[src/sv/assert_macros.svh]
// Assertion macros shared by the ring buffer FIFO modules
`ifndef ASSERT_MACROS_SVH
`define ASSERT_MACROS_SVH

// Condition holds at every edge out of reset
`define ASSERT_ALWAYS(lbl, clk, rst_n, expr, msg) \
    lbl: assert property (@(posedge clk) disable iff (!rst_n) (expr)) else $error(msg);

// Consequent holds in the same cycle as the antecedent
`define ASSERT_IMPLY(lbl, clk, rst_n, ante, cons, msg) \
    lbl: assert property (@(posedge clk) disable iff (!rst_n) (ante) |-> (cons)) else $error(msg);

// Consequent holds in the cycle after the antecedent
`define ASSERT_NEXT(lbl, clk, rst_n, ante, cons, msg) \
    lbl: assert property (@(posedge clk) disable iff (!rst_n) (ante) |=> (cons)) else $error(msg);

`endif

[src/sv/rbf_pkg.sv]
// Types and constants shared by the ring buffer FIFO modules
`timescale 1ns / 1ps

package rbf_pkg;

    localparam logic [1:0] FUNC_PUT   = 2'd0;
    localparam logic [1:0] FUNC_GET   = 2'd1;
    localparam logic [1:0] FUNC_PEEK  = 2'd2;
    localparam logic [1:0] FUNC_FLUSH = 2'd3;

    localparam int        CFG_ADDR_W    = 3;
    localparam logic      REG_RING_SIZE = 1'b0;
    localparam logic [4:0] RING_SIZE_RST = 5'd16;

    localparam int S_TDATA_W = 40;
    localparam int M_TDATA_W = 40;
    localparam int DATA_W    = 32;
    localparam int COUNT_W   = 4;
    localparam int OFFSET_W  = 4;
    localparam int SIZE_REG_W = 5;

    // Outcome of one request, as decided in the issue cycle
    typedef struct packed {
        logic               ok;
        logic               rd;
        logic [COUNT_W-1:0] count;
        logic               full;
        logic               empty;
    } t_res;

endpackage

[src/sv/rbf_mem.sv]
// Slot store: single-port synchronous RAM with registered read
`timescale 1ns / 1ps

module rbf_mem #(
    parameter int DEPTH = 16,
    parameter int WIDTH = 32
) (
    input  logic                     i_clk,
    input  logic                     i_we,
    input  logic                     i_re,
    input  logic [$clog2(DEPTH)-1:0] i_addr,
    input  logic [WIDTH-1:0]         i_wdata,
    output logic [WIDTH-1:0]         o_rdata
);

    logic [WIDTH-1:0] r_mem [DEPTH];
    logic [WIDTH-1:0] r_rdata;

    always_ff @(posedge i_clk) begin
        if (i_we) begin
            r_mem[i_addr] <= i_wdata;
        end
        // hold read data until the next read
        if (i_re) begin
            r_rdata <= r_mem[i_addr];
        end
    end

    assign o_rdata = r_rdata;

endmodule

[src/sv/rbf_ctrl.sv]
// Pointer control: fill count, request decision and RAM access
`timescale 1ns / 1ps
`include "assert_macros.svh"

module rbf_ctrl #(
    parameter int DEPTH = 16
) (
    input  logic                              i_clk,
    input  logic                              i_rst_n,
    input  logic                              i_acc,
    input  logic [1:0]                        i_func,
    input  logic [rbf_pkg::OFFSET_W-1:0]      i_offset,
    input  logic [rbf_pkg::SIZE_REG_W-1:0]    i_ring_size,
    input  logic                              i_cfg_clr,
    output logic                              o_we,
    output logic                              o_re,
    output logic [$clog2(DEPTH)-1:0]          o_addr,
    output rbf_pkg::t_res                     o_res
);

    localparam int PTR_W = $clog2(DEPTH);
    localparam int DW    = $clog2(DEPTH + 1);
    localparam int SZ_W  = (DW > rbf_pkg::SIZE_REG_W) ? DW : rbf_pkg::SIZE_REG_W;

    logic [PTR_W-1:0] r_wp, n_wp;
    logic [PTR_W-1:0] r_rp, n_rp;

    logic [SZ_W-1:0] size_x;
    logic [SZ_W-1:0] n_slots;
    logic [SZ_W-1:0] wp_x;
    logic [SZ_W-1:0] rp_x;
    logic [SZ_W-1:0] cnt;
    logic [SZ_W-1:0] cnt_after;
    logic [SZ_W:0]   peek_sum;
    logic [SZ_W:0]   peek_idx;
    logic            can_put;
    logic            can_get;
    logic            can_peek;
    logic            ok;
    logic            rd;

    function automatic logic [PTR_W-1:0] ptr_inc(input logic [PTR_W-1:0] p,
                                                 input logic [SZ_W-1:0] n);
        logic [SZ_W-1:0] nxt;
        nxt = SZ_W'(p) + SZ_W'(1);
        return (nxt == n) ? PTR_W'(0) : PTR_W'(nxt);
    endfunction

    // clamp the size register to 2..DEPTH
    always_comb begin
        size_x = SZ_W'(i_ring_size);
        if (size_x < SZ_W'(2)) begin
            n_slots = SZ_W'(2);
        end else if (size_x > SZ_W'(DEPTH)) begin
            n_slots = SZ_W'(DEPTH);
        end else begin
            n_slots = size_x;
        end
    end

    assign wp_x = SZ_W'(r_wp);
    assign rp_x = SZ_W'(r_rp);
    assign cnt  = (wp_x >= rp_x) ? (wp_x - rp_x) : (wp_x + n_slots - rp_x);

    assign can_put  = (cnt < (n_slots - SZ_W'(1)));
    assign can_get  = (cnt != '0);
    assign can_peek = (SZ_W'(i_offset) < cnt);

    assign peek_sum = (SZ_W + 1)'(rp_x) + (SZ_W + 1)'(i_offset);
    assign peek_idx = (peek_sum >= (SZ_W + 1)'(n_slots))
                    ? (peek_sum - (SZ_W + 1)'(n_slots)) : peek_sum;

    always_comb begin
        ok        = 1'b0;
        rd        = 1'b0;
        n_wp      = r_wp;
        n_rp      = r_rp;
        cnt_after = cnt;
        o_addr    = r_rp;
        unique case (i_func)
            rbf_pkg::FUNC_PUT: begin
                ok     = can_put;
                o_addr = r_wp;
                if (can_put) begin
                    n_wp      = ptr_inc(r_wp, n_slots);
                    cnt_after = cnt + SZ_W'(1);
                end
            end
            rbf_pkg::FUNC_GET: begin
                ok = can_get;
                rd = can_get;
                if (can_get) begin
                    n_rp      = ptr_inc(r_rp, n_slots);
                    cnt_after = cnt - SZ_W'(1);
                end
            end
            rbf_pkg::FUNC_PEEK: begin
                ok     = can_peek;
                rd     = can_peek;
                o_addr = PTR_W'(peek_idx);
            end
            rbf_pkg::FUNC_FLUSH: begin
                ok        = 1'b1;
                n_wp      = '0;
                n_rp      = '0;
                cnt_after = '0;
            end
            default: begin
                ok = 1'b0;
            end
        endcase
    end

    assign o_we = i_acc && (i_func == rbf_pkg::FUNC_PUT) && ok;
    assign o_re = i_acc && rd;

    assign o_res.ok    = ok;
    assign o_res.rd    = rd;
    assign o_res.count = cnt_after[rbf_pkg::COUNT_W-1:0];
    assign o_res.full  = (cnt_after == (n_slots - SZ_W'(1)));
    assign o_res.empty = (cnt_after == '0);

    always_ff @(posedge i_clk) begin
        if (!i_rst_n || i_cfg_clr) begin
            r_wp <= '0;
            r_rp <= '0;
        end else if (i_acc) begin
            r_wp <= n_wp;
            r_rp <= n_rp;
        end
    end

    `ASSERT_ALWAYS(a_wp_range, i_clk, i_rst_n, SZ_W'(r_wp) < n_slots, "write pointer past ring")
    `ASSERT_ALWAYS(a_rp_range, i_clk, i_rst_n, SZ_W'(r_rp) < n_slots, "read pointer past ring")
    `ASSERT_NEXT(a_peek_hold, i_clk, i_rst_n, i_acc && !i_cfg_clr && (i_func == rbf_pkg::FUNC_PEEK), (r_wp == $past(r_wp)) && (r_rp == $past(r_rp)), "peek moved a pointer")

endmodule

[src/sv/ring_buffer_fifo_with_peek_core.sv]
// Ring buffer FIFO with peek: stream ports, size register and result pipeline
// Path: an accepted request passes the issue stage and then the output register to m_tvalid.
// Throughput: one request per cycle while m_tready is high; the issue stage with its registered
// RAM read and the output register form a two-deep pipeline that stalls only while m_tready is low.
// Reset: both pointers go to zero and ring_size to 16; the slot RAM is not cleared,
// and no slot can be read before a put has written it.
`timescale 1ns / 1ps
`include "assert_macros.svh"

module ring_buffer_fifo_with_peek_core #(
    parameter int DEPTH     = 16,
    parameter int ITEM_BITS = 32
) (
    input  logic                              i_clk,
    input  logic                              i_rst_n,
    // request: [1:0] func, [33:2] data_in, [37:34] offset, [39:38] zero
    input  logic                              s_tvalid,
    output logic                              s_tready,
    input  logic [rbf_pkg::S_TDATA_W-1:0]     s_tdata,
    // result: [0] ok, [32:1] data_out, [36:33] count, [37] full_res,
    // [38] empty_res, [39] zero
    output logic                              m_tvalid,
    input  logic                              m_tready,
    output logic [rbf_pkg::M_TDATA_W-1:0]     m_tdata,
    input  logic                              psel,
    input  logic                              penable,
    input  logic                              pwrite,
    input  logic [rbf_pkg::CFG_ADDR_W-1:0]    paddr,
    input  logic [31:0]                       pwdata,
    output logic [31:0]                       prdata,
    output logic                              pready
);

    localparam int PTR_W = $clog2(DEPTH);
    localparam int CW    = (ITEM_BITS < rbf_pkg::DATA_W) ? ITEM_BITS : rbf_pkg::DATA_W;

    logic [rbf_pkg::SIZE_REG_W-1:0] r_ring_size;
    logic                           cfg_wr;

    logic [1:0]                     req_func;
    logic [rbf_pkg::DATA_W-1:0]     req_data;
    logic [rbf_pkg::OFFSET_W-1:0]   req_offset;

    logic             acc;
    logic             s1_move;
    logic             r_s1_v;
    rbf_pkg::t_res    r_s1_res;
    rbf_pkg::t_res    res;
    logic             mem_we;
    logic             mem_re;
    logic [PTR_W-1:0] mem_addr;
    logic [ITEM_BITS-1:0] mem_rdata;
    logic [rbf_pkg::DATA_W-1:0] s1_data;

    logic                         r_out_v;
    logic                         r_out_ok;
    logic [rbf_pkg::DATA_W-1:0]   r_out_data;
    logic [rbf_pkg::COUNT_W-1:0]  r_out_count;
    logic                         r_out_full;
    logic                         r_out_empty;

    // configuration port
    assign pready = 1'b1;
    assign cfg_wr = psel && penable && pwrite && pready && (paddr[2] == rbf_pkg::REG_RING_SIZE);
    assign prdata = (paddr[2] == rbf_pkg::REG_RING_SIZE) ? 32'(r_ring_size) : 32'd0;

    always_ff @(posedge i_clk) begin
        if (!i_rst_n) begin
            r_ring_size <= rbf_pkg::RING_SIZE_RST;
        end else if (cfg_wr) begin
            r_ring_size <= pwdata[rbf_pkg::SIZE_REG_W-1:0];
        end
    end

    assign req_func   = s_tdata[1:0];
    assign req_data   = s_tdata[33:2];
    assign req_offset = s_tdata[37:34];

    // advance the issue stage whenever the output register is free or drains
    assign s1_move  = r_s1_v && (!r_out_v || m_tready);
    assign s_tready = !r_s1_v || s1_move;
    assign acc      = s_tvalid && s_tready;

    rbf_ctrl #(
        .DEPTH(DEPTH)
    ) u_ctrl (
        .i_clk      (i_clk),
        .i_rst_n    (i_rst_n),
        .i_acc      (acc),
        .i_func     (req_func),
        .i_offset   (req_offset),
        .i_ring_size(r_ring_size),
        .i_cfg_clr  (cfg_wr),
        .o_we       (mem_we),
        .o_re       (mem_re),
        .o_addr     (mem_addr),
        .o_res      (res)
    );

    rbf_mem #(
        .DEPTH(DEPTH),
        .WIDTH(ITEM_BITS)
    ) u_mem (
        .i_clk  (i_clk),
        .i_we   (mem_we),
        .i_re   (mem_re),
        .i_addr (mem_addr),
        .i_wdata(ITEM_BITS'(req_data[CW-1:0])),
        .o_rdata(mem_rdata)
    );

    always_ff @(posedge i_clk) begin
        if (!i_rst_n) begin
            r_s1_v <= 1'b0;
        end else if (acc) begin
            r_s1_v <= 1'b1;
        end else if (s1_move) begin
            r_s1_v <= 1'b0;
        end
    end

    always_ff @(posedge i_clk) begin
        if (acc) begin
            r_s1_res <= res;
        end
    end

    // drop read data for puts, flushes and failed requests
    assign s1_data = r_s1_res.rd ? rbf_pkg::DATA_W'(mem_rdata[CW-1:0]) : '0;

    always_ff @(posedge i_clk) begin
        if (!i_rst_n) begin
            r_out_v <= 1'b0;
        end else if (s1_move) begin
            r_out_v <= 1'b1;
        end else if (m_tready) begin
            r_out_v <= 1'b0;
        end
    end

    always_ff @(posedge i_clk) begin
        if (s1_move) begin
            r_out_ok    <= r_s1_res.ok;
            r_out_data  <= s1_data;
            r_out_count <= r_s1_res.count;
            r_out_full  <= r_s1_res.full;
            r_out_empty <= r_s1_res.empty;
        end
    end

    assign m_tvalid = r_out_v;
    assign m_tdata  = {1'b0, r_out_empty, r_out_full, r_out_count, r_out_data, r_out_ok};

    `ASSERT_NEXT(a_issue_fill, i_clk, i_rst_n, acc, r_s1_v, "accepted request lost in issue stage")
    `ASSERT_NEXT(a_out_fill, i_clk, i_rst_n, s1_move, r_out_v, "issued request lost before output")
    `ASSERT_IMPLY(a_fail_zero, i_clk, i_rst_n, r_out_v && !r_out_ok, r_out_data == '0, "failed request carries data")
    `ASSERT_IMPLY(a_empty_cnt, i_clk, i_rst_n, r_out_v && r_out_empty, r_out_count == '0, "empty flag with nonzero count")

endmodule

[config.mk]
export PLATFORM = sky130hd
export DESIGN_NAME = ring_buffer_fifo_with_peek_core
export DESIGN_NICKNAME = d
export VERILOG_FILES = /design/src/sv/rbf_pkg.sv /design/src/sv/rbf_mem.sv /design/src/sv/rbf_ctrl.sv /design/src/sv/ring_buffer_fifo_with_peek_core.sv
export VERILOG_INCLUDE_DIRS = /design/src /design/src/sv
export SDC_FILE = /design/constraint.sdc
export NUM_CORES = 1
export LEC_CHECK = 0
export ABC_AREA = 1
export BUFFER_PORTS_ARGS = -buffer_cell sky130_fd_sc_hd__buf_4
export CORE_MARGIN = 5
export CORE_UTILIZATION = 55
export DETAILED_ROUTE_END_ITERATION = 8
export PLACE_DENSITY = 0.82
export SYNTH_ARGS = -nofsm -noshare
export SYNTH_HDL_FRONTEND = slang
export SYNTH_SLANG_ARGS = --single-unit
[constraint.sdc]
create_clock -name i_clk -period 14.05 [get_ports i_clk]
set_input_delay 0.7025 -clock i_clk [delete_from_list [all_inputs] [get_ports i_clk]]
set_output_delay 0.7025 -clock i_clk [all_outputs]
set_load 0.03 [all_outputs]
# Yosys cells after proc, flatten, opt, wreduce, memory -nomap -nowiden
# Memories as Yosys holds them, arrays and structs flattened. A register that Yosys moved wholly into a read port is not among the register bits.
# Cells that the tools add are included.
totals:
  ram_bits: 512
  inputBits: 82
  mem_count: 1
  elab_cells: 87
  regBits: 62
  output_inout_bits: 75
memory_table:
  columns: ["memory", "words", "word_bits", "rd", "rd_clocked_by_memory_dff", "write_ports", "line", "text"]
  rows:
  - ["u_mem.r_mem", 16, 32, 1, 1, 1, "rbf_mem.sv:16", "logic [WIDTH-1:0] r_mem [DEPTH];"]
op_classes:
  n_lt_le_gt_ge: 6
  reduce_logical: 23
  addsub: 10
  bitwise: 1
  n_eq_ne: 8
  muxes: 23
op_table:
  columns: ["op", "count"]
  rows:
  - ["2-to-1 mux 5 bit", 6]
  - ["case mux 4 bit (2 select lines)", 3]
  - ["2-to-1 mux 4 bit", 5]
  - ["equality test 5 bit", 3]
  - ["case mux 5 bit (3 select lines)", 1]
  - ["adder 4 x 1 -> 5 bit, second input constant", 2]
  - ["subtractor 5 x 1 -> 5 bit, second input constant", 2]
  - ["logical AND 1 bit", 8]
  - ["nonzero test 2 bit", 4]
  - ["2-to-1 mux 1 bit", 6]
  - ["AND reduction 3 bit", 2]
  - ["adder 4 x 4 -> 5 bit", 1]
  - ["adder 4 x 5 -> 5 bit", 1]
  - ["adder 5 x 1 -> 5 bit, second input constant", 1]
  - [">= comparator 5 bit", 1]
  - ["> comparator 5 bit, second input constant", 1]
  - ["logical NOT 5 bit", 1]
  - ["less-than comparator 4 x 5 -> 1 bit", 1]
  - ["less-than comparator 5 x 2 -> 1 bit, second input constant", 1]
  - ["less-than comparator 5 bit", 1]
  - ["nonzero test 5 bit", 1]
  - ["subtractor 4 x 4 -> 5 bit", 1]
  - ["subtractor 5 x 4 -> 5 bit", 1]
  - ["equality test 2 bit, second input constant", 2]
  - ["other kinds (10)", 15]

# Longest topological paths before layout
depth:
  word_depth: 11
  ltp_mapped: 28
  depth_no_buf: 28

# By module
# Synthesis repeated with hierarchy kept, for this count alone.
hier_totals:
  cells_unflattened: 2684
  hier_area_um2: 27182.3
modules_own_cells:
  columns: ["module", "cells_per_inst", "n_inst", "area_per_inst_um2", "seq_area_each_um2"]
  rows:
  - ["rbf_mem", 2113, 1, 22534.1, 16335.7]
  - ["rbf_ctrl", 366, 1, 2383.5, 160.2]
  - ["ring_buffer_fifo_with_peek_core", 205, 1, 2264.7, 1551.5]

# Least setup slack after synthesis
# OpenSTA, ideal clock, no wires.
synth_timing:
  kind: "register -> register"
  start: "register r_ring_size[4] (netlist bit)"
  end: "memory u_mem.r_mem[0][0], enable pin"
  stages_incl_launch_ff: 23
  setup_time_ns: 0.421
  period_less_slack_ns: 5.097
  arrival_time_ns: 4.676
  required_time_ns: 13.629
  path_buffers: 1
  setup_slack_ns: 8.953
  path_cell_list: "dfxtp_1 buf_2 nor2_1 nand2_1 nand2_1 fa_1 fa_1 nand2_1 nand2_1 a21oi_1 inv_1 nand2_1 nand3_1 nand2_1 ha_1 a21boi_1 nand2_1 nand2_2 nand2_1 nand2_1 nor2_2 nand2_1 nor2_1"
synth_via:
  elab_chain_cells: 11
  elab_cells_between_ends: 19
  classes_between: "add/sub (4); order compare (5); mux (8); reduce/logical (2)"
synth_lines:
  columns: ["item", "line", "text"]
  rows:
  - ["start, declared", "ring_buffer_fifo_with_peek_core.sv:37", "logic [rbf_pkg::SIZE_REG_W-1:0] r_ring_size;"]
  - ["start signal, assigned", "ring_buffer_fifo_with_peek_core.sv:69", "r_ring_size <= rbf_pkg::RING_SIZE_RST;"]
  - ["start signal, assigned", "ring_buffer_fifo_with_peek_core.sv:71", "r_ring_size <= pwdata[rbf_pkg::SIZE_REG_W-1:0];"]
  - ["> comparator 5 bit", "rbf_ctrl.sv:54", "end else if (size_x > SZ_W'(DEPTH)) begin"]
  - ["2-to-1 mux 5 bit", "rbf_ctrl.sv:54", null]
  - ["2-to-1 mux 5 bit (*)", "rbf_ctrl.sv:52", "if (size_x < SZ_W'(2)) begin"]
  - ["adder 4 x 5 -> 5 bit", "rbf_ctrl.sv:63", "assign cnt = (wp_x >= rp_x) ? (wp_x - rp_x) : (wp_x + n_slots - rp_x);"]
  - ["subtractor 5 x 4 -> 5 bit", "rbf_ctrl.sv:63", null]
  - ["2-to-1 mux 5 bit", "rbf_ctrl.sv:63", null]
  - ["less-than comparator 4 x 5 -> 1 bit (tied with other cells)", "rbf_ctrl.sv:67", "assign can_peek = (SZ_W'(i_offset) < cnt);"]
  - ["case mux 1 bit (4 select lines)", "rbf_ctrl.sv:80", "unique case (i_func)"]
  - ["logical AND 1 bit", "rbf_ctrl.sv:114", "assign o_we = i_acc && (i_func == rbf_pkg::FUNC_PUT) && ok;"]
  - ["2-to-1 mux 1 bit", "rbf_mem.sv:20", "if (i_we) begin"]
  - ["2-to-1 mux 1 bit (not written as such)", "rbf_mem.sv:21", "r_mem[i_addr] <= i_wdata;"]
  - ["end, declared", "rbf_mem.sv:16", null]
# Every way passes the cells marked *; elsewhere a longest branch is shown, timed or not.

# Worst setup path after layout
layout_timing:
  start: "register u_ctrl.r_rp[0]"
  end: "memory u_mem.r_mem[7][2], enable pin"
layout_via:
  elab_chain_cells: 7
  elab_cells_between_ends: 16
  classes_between: "add/sub (4); order compare (4); mux (6); reduce/logical (2)"
layout_lines:
  columns: ["item", "line", "text"]
  rows:
  - ["start, declared", "rbf_ctrl.sv:26", "logic [PTR_W-1:0] r_rp, n_rp;"]
  - ["start signal, assigned", "rbf_ctrl.sv:129", "r_rp <= n_rp;"]
  - ["subtractor 5 x 4 -> 5 bit (tied with other cells)", "rbf_ctrl.sv:63", null]
  - ["2-to-1 mux 5 bit", "rbf_ctrl.sv:63", null]
  - ["less-than comparator 4 x 5 -> 1 bit (tied with other cells)", "rbf_ctrl.sv:67", null]
  - ["case mux 1 bit (4 select lines)", "rbf_ctrl.sv:80", null]
  - ["logical AND 1 bit", "rbf_ctrl.sv:114", null]
  - ["2-to-1 mux 1 bit", "rbf_mem.sv:20", null]
  - ["2-to-1 mux 1 bit (not written as such)", "rbf_mem.sv:21", null]
# Parallel ways exist; a longest one is shown, timed or not.

==> out/results.txt <==
Flop2flop setup slack -> 7730 ps
Setup Skew -> 50.6 ps
Switch share -> 27.8%
Hold_sp -> pwdata[4]
Max-cap violations -> 0
Yosys warns -> 0
Post-route setup slack -> 7730 ps
H-tree levels -> 2
Kind of critical path -> reg2reg
Final Cycle Share -> 45.0%
Worst Hold Depth -> 3
P_int -> 3.13 mW
Slowest-stage cell, CP -> nand2_8
Critical Path End Type -> flip-flop
Routed Wire Length -> 65.3 mm
Avg WL per Cell -> 18.7 µm
Gate power share -> 15.7%
Overall routing resource usage -> 23.6%
Total gr overflow -> 0
Max FO, Critical Path -> 164
Switching Power -> 1.20 mW
Number of global-route vias before repair -> 18600
Ys flop type -> edfxtp_1
RSZ-0062 raised after global routing -> no
Final Setup Violations -> 0
Leading cell type in the layout, fill and taps excluded -> nand2_1
Number of buffers created by CTS -> 59
Cts hold-fix bufs -> 0
Most used cell, CP -> nand2_1
Initial antenna violation count -> 1
Placer Congestion -> 0.820
Reg2reg path depth -> 21
Crit start category -> flip-flop
Commonest non-fill, non-tap cells in the layout -> nand2_1 (1262), edfxtp_1 (591), nand3_1 (296)
TNS Setup -> 0 ps
Slowest cell delay on critical path -> 880 ps
IO Pins -> 157
Count of clock tree sinks -> 606
Share of cells above drive strength 1 -> 9.28%
# rows -> 81
Chip Height -> 233 µm
Fin crit period -> 6320 ps
Hold WC Path Type -> in2reg
Peak supply drop -> 0.000108 V
Crit path DAT -> 6570 ps
Largest net degree at the start of global routing -> 165
Worst hold endpoint -> r_ring_size[4]
Via density -> 5.54
Required time of the critical path -> 14300 ps
Initial drt markers -> 2171
Initial core utilization -> 55.8%
PostCTS Resize Cnt -> 0
Post-layout net count -> 2892
EDFF count, synth -> 591
Core area -> 49100 µm²
Design Area, Final -> 30500 µm²
Power share of the sequential group -> 47.1%
Seq cells post-synth -> 606
Cells after synthesis -> 2721
Post-synth ARST share -> 0%
Die area -> 54300 µm²
Post-synth cell types -> 40
Port Buf Inserts -> 96
Slew Limit Fails -> 0
DP Area -> 28500 µm²
Routed via count -> 19300
DIE WIDTH -> 233 µm
Fmax -> 158 MHz
Outcome -> completed
Clock buffer depth -> 3
Synthesized area per cell -> 10.1 µm²
CTS tree -> yes
Slew @ Worst Pin -> 1220 ps
Lkg Pwr -> 13.0 nW
First-pass GRT wire length -> 101 mm
Final HPWL DP -> 34.4 mm
PD cells -> 142 nW/µm²
RR Endpoint -> u_mem.r_mem[7][2]
DRC errors left -> 0
Worst hold margin -> 334 ps
DR pass1 iterations -> 7
Worst R2R Start -> u_ctrl.r_rp[0]
Slew headroom -> 18.3%
Setup bufs post-CTS -> 0
Clock power frac -> 37.2%
Clk root buf -> clkbuf_16
CP cell instances -> ha_1, fa_1, nand2_1, inv_1, o21ai_0, nand2_1, ha_1, nand2_1, inv_1, nand2_1, nand2_1, clkinv_1, nand3_2, nand2_1, nand3_1, nand2_8, nand2_8, nor2_1, nand2_1, nor2_4, buf_4
Layout area overhead -> 11.5%
Synthesized cell area -> 27400 µm²
Post-route antenna net violation count -> 0
Clock Pin Slew Worst Setup and Hold Paths -> 60 ps
Clock latency on the worst-skew pair -> 650 ps
Final Hold Vio Count -> 0
Setup WS pre-CTS -> 7310 ps
Sequential fraction of the synthesis area -> 65.9%
-- metal layers --
layer,track usage [%],wire length [µm],up-vias
li1,-,-,8998
met1,30.7,24500,9127
met2,40.2,32200,1002
met3,4.22,6120,186
met4,8.60,2430,2
met5,0,20,-
-- worst max-delay path: cells and delay by family (launching register included) --
kind            cells  cell delay [ps]
simple gates       13             3730
buf+inv             4              670
compound gates      1              140
flops               1              390
fa+ha+maj           3              960
-- cells in the mapped netlist, drive strengths merged (4+ instances only) --
cell type / number / area (µm²)
nand2: 1273 / 4820
edfxtp: 591 / 17700
nand3: 297 / 1490
inv: 175 / 657
buf: 124 / 754
nor2: 61 / 239
clkbuf: 38 / 143
a21oi: 34 / 181
ha: 33 / 413
o21ai: 25 / 136
xor2: 16 / 140
dfxtp: 15 / 300
xnor2: 7 / 61.3
fa: 6 / 120
nand3b: 4 / 30.0
nand4: 4 / 25.0
o211ai: 4 / 30.0
-- state kept, by name, indices dropped and copies added (netlist names), 4 cells and up --
register and count:
r_s1_res 8, r_out_count 4, r_ring_size 5, u_ctrl.r_rp 4, u_mem.o_rdata 32, u_mem.r_mem 512, r_out_data 32, u_ctrl.r_wp 4
-- power groups by stage --
stage / registers, mW / logic [mW] / clock network (mW)
finish: 2.04 / 0.680 / 1.61
detailed placement: 2.08 / 0.666 / 0
global placement: 2.08 / 0.642 / 0
floorplan: 2.09 / 0.482 / 0
global route: 2.04 / 0.757 / 1.70
CTS: 2.04 / 0.674 / 1.62
-- area by class of cell --
cell class	count	area [µm²]
Timing Repair Buffer	124	931
Clock buffer	67	1510
Clock inverter	45	470
Inverter	176	661
Tap cell	664	831
Sequential cell	606	18000
Multi-Input combinational cell	1804	8080
Antenna cell	1	2.50
Fill cell	3607	18500
-- how the worst max path moves through the flow --
stage,endpoint,startpoint,slack (ps),cells after the start
CTS,u_mem.r_mem[7][2],u_ctrl.r_rp[0],7700,21
finish,u_mem.r_mem[7][2],u_ctrl.r_rp[0],7730,21
detailed placement,u_mem.r_mem[7][8],s_tdata[34],7310,22
floorplan,u_mem.r_mem[0][0],r_ring_size[4],8950,22
global placement,u_mem.r_mem[7][1],s_tdata[34],7520,22
global route,u_mem.r_mem[7][2],u_ctrl.r_rp[0],7280,21
-- logic make-up after synthesis --
kind of cell	share of synthesized area (%)
and+or+nand+nor	24.2
buffers and inverters	5.69
AOI/OAI and AO/OA	1.45
other	0.0274
xor gates and xnor gates	0.736
DFF	65.9
adders and majority gates	1.95
-- metrics by stage --
step | util [%] | instances | total power, mW
after floorplan | - | 2748 | 2.57
after global placement | 58.2 | 3374 | 2.72
after detailed placement | 58.2 | 3374 | 2.75
after CTS | 62.2 | 3486 | 4.34
after global routing | 62.2 | 3486 | 4.50
final | 62.2 | 3487 | 4.33
Note: power is estimated with default switching activity, not from simulation.
